$ cat config.mk
export PLATFORM = sky130hd
export DESIGN_NAME = chunked_body_deframer_top
export DESIGN_NICKNAME = d
export VERILOG_FILES = /design/src/hw/rtl/cbd_pkg.sv /design/src/hw/rtl/cbd_core.sv /design/src/hw/rtl/chunked_body_deframer_top.sv
export SDC_FILE = /design/constraint.sdc
export NUM_CORES = 1
export LEC_CHECK = 0
export BUFFER_PORTS_ARGS = -buffer_cell sky130_fd_sc_hd__buf_2
export CORE_MARGIN = 1.5
export CORE_UTILIZATION = 60
export CTS_CLUSTER_DIAMETER = 30
export DETAILED_ROUTE_END_ITERATION = 10
export PLACE_DENSITY = 0.8
export RECOVER_POWER = 100
export SKIP_LAST_GASP = 1
export SLEW_MARGIN = 40
export SYNTH_ARGS = -nofsm -noshare
export SYNTH_HDL_FRONTEND = slang
export SYNTH_SLANG_ARGS = --single-unit
$ cat constraint.sdc
create_clock -name clk -period 6.6 [get_ports clk]
set_input_delay 0.99 -clock clk [delete_from_list [all_inputs] [get_ports clk]]
set_output_delay 0.99 -clock clk [all_outputs]
set_load 0.05 [all_outputs]
$ cat src/hw/rtl/cbd_pkg.sv
`timescale 1ns / 1ps
// Package for the chunked body deframer: phase encoding, result type,
// byte constants and the hex digit decoder. Depends on nothing.
package cbd_pkg;

	localparam int MAX_SIZE_DIGITS_DEF = 7;
	localparam int REMAIN_W = 28;
	localparam logic [7:0] CR_BYTE = 8'h0D;

	typedef enum logic [3:0] {
		PH_SIZE    = 4'd0,
		PH_SKIP_LF = 4'd1,
		PH_DATA    = 4'd2,
		PH_TRAIL_A = 4'd3,
		PH_TRAIL_B = 4'd4,
		PH_END_A   = 4'd5,
		PH_END_B   = 4'd6,
		PH_DONE    = 4'd7,
		PH_ERROR   = 4'd8
	} phase_t;

	typedef struct packed {
		logic [7:0] payload_byte;
		logic       payload_valid;
		logic       body_done;
		logic       framing_error;
	} cbd_result_t;

	typedef struct packed {
		logic       ok;
		logic [3:0] value;
	} hex_digit_t;

	function automatic hex_digit_t hex_decode(input logic [7:0] b);
		hex_digit_t d;
		d.ok = 1'b1;
		d.value = 4'd0;
		if (b >= 8'h30 && b <= 8'h39) begin
			d.value = 4'(b - 8'h30);
		end else if (b >= 8'h61 && b <= 8'h66) begin
			d.value = 4'(b - 8'h61 + 8'd10);
		end else if (b >= 8'h41 && b <= 8'h46) begin
			d.value = 4'(b - 8'h41 + 8'd10);
		end else begin
			d.ok = 1'b0;
		end
		return d;
	endfunction

endpackage

$ cat src/hw/rtl/cbd_core.sv
`timescale 1ns / 1ps
// Framing state machine and result register of the chunked body deframer.
// Depends on cbd_pkg.
module cbd_core #(
	parameter int MAX_SIZE_DIGITS = cbd_pkg::MAX_SIZE_DIGITS_DEF
) (
	input  logic                clk,
	input  logic                arst_n,
	input  logic                step_en,
	input  logic [7:0]          byte_s1,
	output cbd_pkg::cbd_result_t result_q
);
	import cbd_pkg::*;

	localparam int DIGIT_W = $clog2(MAX_SIZE_DIGITS + 1);

	phase_t                phase_q, phase_d;
	logic [REMAIN_W-1:0]   remain_q, remain_d;
	logic [DIGIT_W-1:0]    digits_q, digits_d;
	cbd_result_t           result_d;
	hex_digit_t            hex;

	always_ff @(posedge clk or negedge arst_n) begin
		if (!arst_n) begin
			phase_q  <= PH_SIZE;
			remain_q <= '0;
			digits_q <= '0;
			result_q <= '0;
		end else if (step_en) begin
			phase_q  <= phase_d;
			remain_q <= remain_d;
			digits_q <= digits_d;
			result_q <= result_d;
		end
	end

	always_comb begin
		hex = hex_decode(byte_s1);
		phase_d = phase_q;
		remain_d = remain_q;
		digits_d = digits_q;
		result_d = '0;
		case (phase_q)
			PH_SIZE: begin
				if (byte_s1 == CR_BYTE) begin
					phase_d = PH_SKIP_LF;
				end else if (digits_q >= DIGIT_W'(MAX_SIZE_DIGITS)) begin
					phase_d = PH_ERROR;
				end else if (!hex.ok) begin
					phase_d = PH_ERROR;
				end else begin
					remain_d = {remain_q[REMAIN_W-5:0], hex.value};
					digits_d = digits_q + DIGIT_W'(1);
				end
			end
			PH_SKIP_LF: begin
				digits_d = '0;
				phase_d = (remain_q == '0) ? PH_END_A : PH_DATA;
			end
			PH_DATA: begin
				result_d.payload_valid = 1'b1;
				result_d.payload_byte = byte_s1;
				remain_d = remain_q - REMAIN_W'(1);
				if (remain_q == REMAIN_W'(1)) begin
					phase_d = PH_TRAIL_A;
				end
			end
			PH_TRAIL_A: phase_d = PH_TRAIL_B;
			PH_TRAIL_B: begin
				phase_d = PH_SIZE;
				remain_d = '0;
				digits_d = '0;
			end
			PH_END_A: phase_d = PH_END_B;
			PH_END_B: phase_d = PH_DONE;
			PH_DONE:  phase_d = PH_DONE;
			PH_ERROR: phase_d = PH_ERROR;
			default:  phase_d = PH_ERROR;
		endcase
		result_d.body_done = (phase_d == PH_DONE);
		result_d.framing_error = (phase_d == PH_ERROR);
	end

endmodule

$ cat src/hw/rtl/chunked_body_deframer_top.sv
`timescale 1ns / 1ps
// Pipeline: an accepted item waits in the input register, which feeds the framing
// state machine; its result register offers the outcome and holds it while the
// output is stalled. Throughput: one item per cycle when the output is not stalled.
// Reset: asynchronous, active low; phase returns to size digits, counts to zero,
// and both pipeline stages are emptied. Depends on cbd_pkg and cbd_core.
module chunked_body_deframer_top #(
	parameter int MAX_SIZE_DIGITS = cbd_pkg::MAX_SIZE_DIGITS_DEF
) (
	input  logic       clk,
	input  logic       arst_n,
	input  logic       in_valid,
	output logic       in_stall,
	input  logic [7:0] in_byte,
	output logic       out_valid,
	input  logic       out_stall,
	output logic [7:0] payload_byte,
	output logic       payload_valid,
	output logic       body_done,
	output logic       framing_error
);
	import cbd_pkg::*;

	logic        valid_s1;
	logic [7:0]  byte_s1;
	logic        out_valid_q;
	logic        out_free;
	logic        s1_free;
	cbd_result_t result_q;

	assign out_free = !out_valid_q || !out_stall;
	assign s1_free  = !valid_s1 || out_free;
	assign in_stall = !s1_free;

	always_ff @(posedge clk or negedge arst_n) begin
		if (!arst_n) begin
			valid_s1 <= 1'b0;
		end else if (s1_free) begin
			valid_s1 <= in_valid;
		end
	end

	always_ff @(posedge clk) begin
		if (s1_free && in_valid) begin
			byte_s1 <= in_byte;
		end
	end

	always_ff @(posedge clk or negedge arst_n) begin
		if (!arst_n) begin
			out_valid_q <= 1'b0;
		end else if (out_free) begin
			out_valid_q <= valid_s1;
		end
	end

	cbd_core #(
		.MAX_SIZE_DIGITS(MAX_SIZE_DIGITS)
	) u_core (
		.clk     (clk),
		.arst_n  (arst_n),
		.step_en (out_free && valid_s1),
		.byte_s1 (byte_s1),
		.result_q(result_q)
	);

	assign out_valid     = out_valid_q;
	assign payload_byte  = result_q.payload_byte;
	assign payload_valid = result_q.payload_valid;
	assign body_done     = result_q.body_done;
	assign framing_error = result_q.framing_error;

endmodule

==> impl_metrics.tcl <==
set metrics [dict create \
    outcome "complete, but fails checks" \
    violations "max-capacitance violations, max-slew violations" \
    worst_pin_slew_ns 2.53 \
    grt_usage 0.264 \
    wl_met2_mm 3.30 \
    drt_drc_violations_left 0 \
    cts_tree "built" \
    antenna_found_initial 0 \
    gp_congestion 0.840 \
    drt_wl_total_mm 6.84 \
    insertion_delay_ns 0.32 \
    overflow 0 \
    setup_violations 0 \
    timing.slew.headroom -0.689 \
    routed.top_layer "met4" \
    drtIter0Drc 277 \
    cp_max_fo 55 \
    ir_worst_vdd_uv 215 \
    arrival_ns 3.80 \
    finClkSkew_ns 0.0145 \
    cts_buffer_depth 2 \
    dieArea_mm2 0.00557 \
    synth-xor-area-share 0.00853 \
    power_density_mw_per_mm2 476 \
    hpwl_mm 4.63 \
    synth_top_family_by_area "compound AO/OA/AOI/OAI gates" \
    crit_required_ns 6.83 \
    syn_nets 361 \
    hold_path_class "reg2reg" \
    cts_setup_buffers 0 \
    hold_buffers 0 \
    num_rows 25 \
    finalHoldViolations 0 \
    postCtsResizedCells 0 \
    area_delta_synth_final_pct 6.86 \
    dr.pass1.iters 5 \
    placed_cells 415 \
    wl_met3_um 496 \
    wl_per_cell_um 16.2 \
    fp.dieH_um 74.7 \
    ant_nets 0 \
    io_buffers 24 \
    syn_area_per_cell_um2 9.04 \
    pin_count 25 \
    htree_levels 2 \
    vias 2726 \
    crit_start "byte_s1[0]$_DFFE_PP_" \
    synthFlopType "dfrtp_1" \
    nNetsFinal 375 \
    rsz0062_at_grt "false" \
    grt_max_degree 56 \
    max_freq_ghz 0.280 \
    final.setup.tns_ns 0 \
    pre_cts_slack_ns 3.85 \
    end_kind "register" \
    p_leak_nw 1.37 \
    totalPowerFinal_w 0.00157 \
    drive_above_1_share 0.0674 \
    fin_crit_ns 3.57 \
    grt_pass1_vias 2459 \
    worst-setup-path-type "reg2reg" \
    syn_inst 341 \
    grt_pass1_wl_mm 11.4 \
    ys_seq_area_frac 0.468 \
    synthSimpleGateAreaFrac 0.181 \
    startpoint_type "register" \
    yosys_warnings 0 \
    synth.distinct_cells 51 \
    wl_met1_mm 2.97 \
    avgViaCountPerCell 6.44 \
    clock-root-buffer "clkbuf_8" \
    synth_edf_count 8 \
    start_util 0.636 \
    synth-compound-area-share 0.266 \
    syn-cell-area_mm2 0.00308 \
    die_x_um 74.7 \
    finalCritPeriodShare 0.541 \
    slew_violations 105 \
    timing.final.ws_setup_ns 3.03 \
    ys_ff_latch 56 \
    core_area_mm2 0.00485 \
    numClockSinks 56 \
    antenna_cells 0 \
    hold_start "u_core.result_q[2]$_DFFE_PN0P_" \
    cts.reportedPaths.clkPinSlew_ns 0.11 \
    timing.rr.start "byte_s1[0]$_DFFE_PP_" \
    synth_mux_area_frac 0.00690 \
    async_flop_share 0.857 \
    layoutNonFillerInstCount 423 \
    synth_fa_ha_area_frac 0.0325 \
    cts_buffers 5 \
    maxCapViolCount 2 \
]
==> Yosys cell counts, drive strengths merged, types with 2 or more instances <==
| library cell | number | share of area |
|---|---|---|
| nor4 | 7 | 0.014 |
| nand2b | 3 | 0.0061 |
| and2 | 5 | 0.010 |
| a22o | 10 | 0.028 |
| nand4 | 3 | 0.0061 |
| ha | 8 | 0.032 |
| or3 | 3 | 0.0077 |
| nand3 | 3 | 0.0049 |
| buf | 4 | 0.0065 |
| clkbuf | 15 | 0.018 |
| a21oi | 29 | 0.048 |
| a32oi | 10 | 0.028 |
| nor3b | 3 | 0.0073 |
| nand2 | 19 | 0.023 |
| nor3 | 17 | 0.028 |
| a31oi | 2 | 0.0041 |
| o21ai | 58 | 0.094 |
| xnor2 | 2 | 0.0057 |
| edfxtp | 8 | 0.078 |
| a41oi | 4 | 0.014 |
| dfrtp | 48 | 0.39 |
| and3 | 2 | 0.0041 |
| inv | 10 | 0.012 |
| nor2 | 40 | 0.050 |
| a22oi | 7 | 0.017 |
==> per-layer routing <==
metal | vias to the layer above | GRT usage
li1 | 1302 | -
met1 | 1285 | 0.382
met2 | 127 | 0.411
met3 | 12 | 0.0495
met4 | 0 | 0.0768
met5 | - | 0
==> area by class of cell <==
type,instances,area (um2)
Sequential cell,56,1440
Clock buffer,5,68.8
Clock inverter,3,27.5
Inverter,10,37.5
Tap cell,67,83.8
Fill cell,419,1560
Multi-Input combinational cell,256,1520
Timing Repair Buffer,26,113
==> per-stage QoR <==
step	instance area (um2)	hold WS, ns	utilization
after floorplan	3080	0.471	-
after global placement	3230	0.463	0.666
final	3290	0.484	0.679
after detailed placement	3240	0.461	0.667
after global routing	3290	0.509	0.679
after CTS	3330	0.488	0.687
==> report_power, final <==
part | internal, W | switching, W | total (W)
registers | 0.000446 | 0.000131 | 0.000577
logic | 0.000258 | 0.000532 | 0.000790
clock network | 0.0000782 | 0.000123 | 0.000201
==> placed cells by master, fill, tap and decap left out, types with 2 or more instances in the layout <==
cell	count
buf_2	9
nor2_1	40
a41oi_1	4
a22oi_1	7
edfxtp_1	8
or3_1	2
nand4_1	3
nand2_1	18
nand3_1	3
nor3_1	17
a32oi_1	10
a31oi_1	2
xnor2_1	2
clkbuf_8	5
nor4_1	7
o21ai_0	58
clkbuf_1	16
ha_1	8
and3_1	2
inv_1	10
and2_1	4
nor3b_1	3
dfrtp_1	48
nand2b_1	3
a22o_1	10
a21oi_1	29
==> critical path: stages (launching register included) <==
cell and delay (ns):
edfxtp_1 0.52, ha_1 0.30, o21bai_1 0.15, a21oi_1 0.16, a41o_1 0.31, a41oi_1 0.17, clkbuf_1 1.30, o21ai_0 0.40
o21ai_0 0.19
==> cell families after synthesis <==
family,count (synthesis)
buffers and inverters,29
adder cells (fa/ha/maj),8
multiplexers,2
XOR/XNOR,3
AND/OR/NAND/NOR,112
AO/OA/AOI/OAI,131
flip-flops,56
==> worst paths after layout <==
check / end / slack, ns / cells past startpoint
worst max-delay path: u_core.remain_q[25]$_DFFE_PN0P_ / 3.03 / 8
worst min-delay path: u_core.result_q[2]$_DFFE_PN0P_ / 0.48 / 1
worst max register to register: u_core.remain_q[25]$_DFFE_PN0P_ / 3.03 / 8
worst min register to register: u_core.result_q[2]$_DFFE_PN0P_ / 0.48 / 1
max in group asynchronous: u_core.remain_q[0]$_DFFE_PN0P_ / 3.71 / 1
min in group asynchronous: u_core.digits_q[0]$_DFFE_PN0P_ / 1.44 / 1
==> registers in the layout, summed over array words and instances, names as in the netlist <==
| name | cells |
|---|---|
| u_core.remain_q | 28 |
| u_core.result_q | 11 |
| byte_s1 | 8 |
| u_core.phase_q | 4 |
| u_core.digits_q | 3 |
| out_valid | 1 |
| valid_s1 | 1 |
Note: power is estimated with default switching activity, not from simulation.
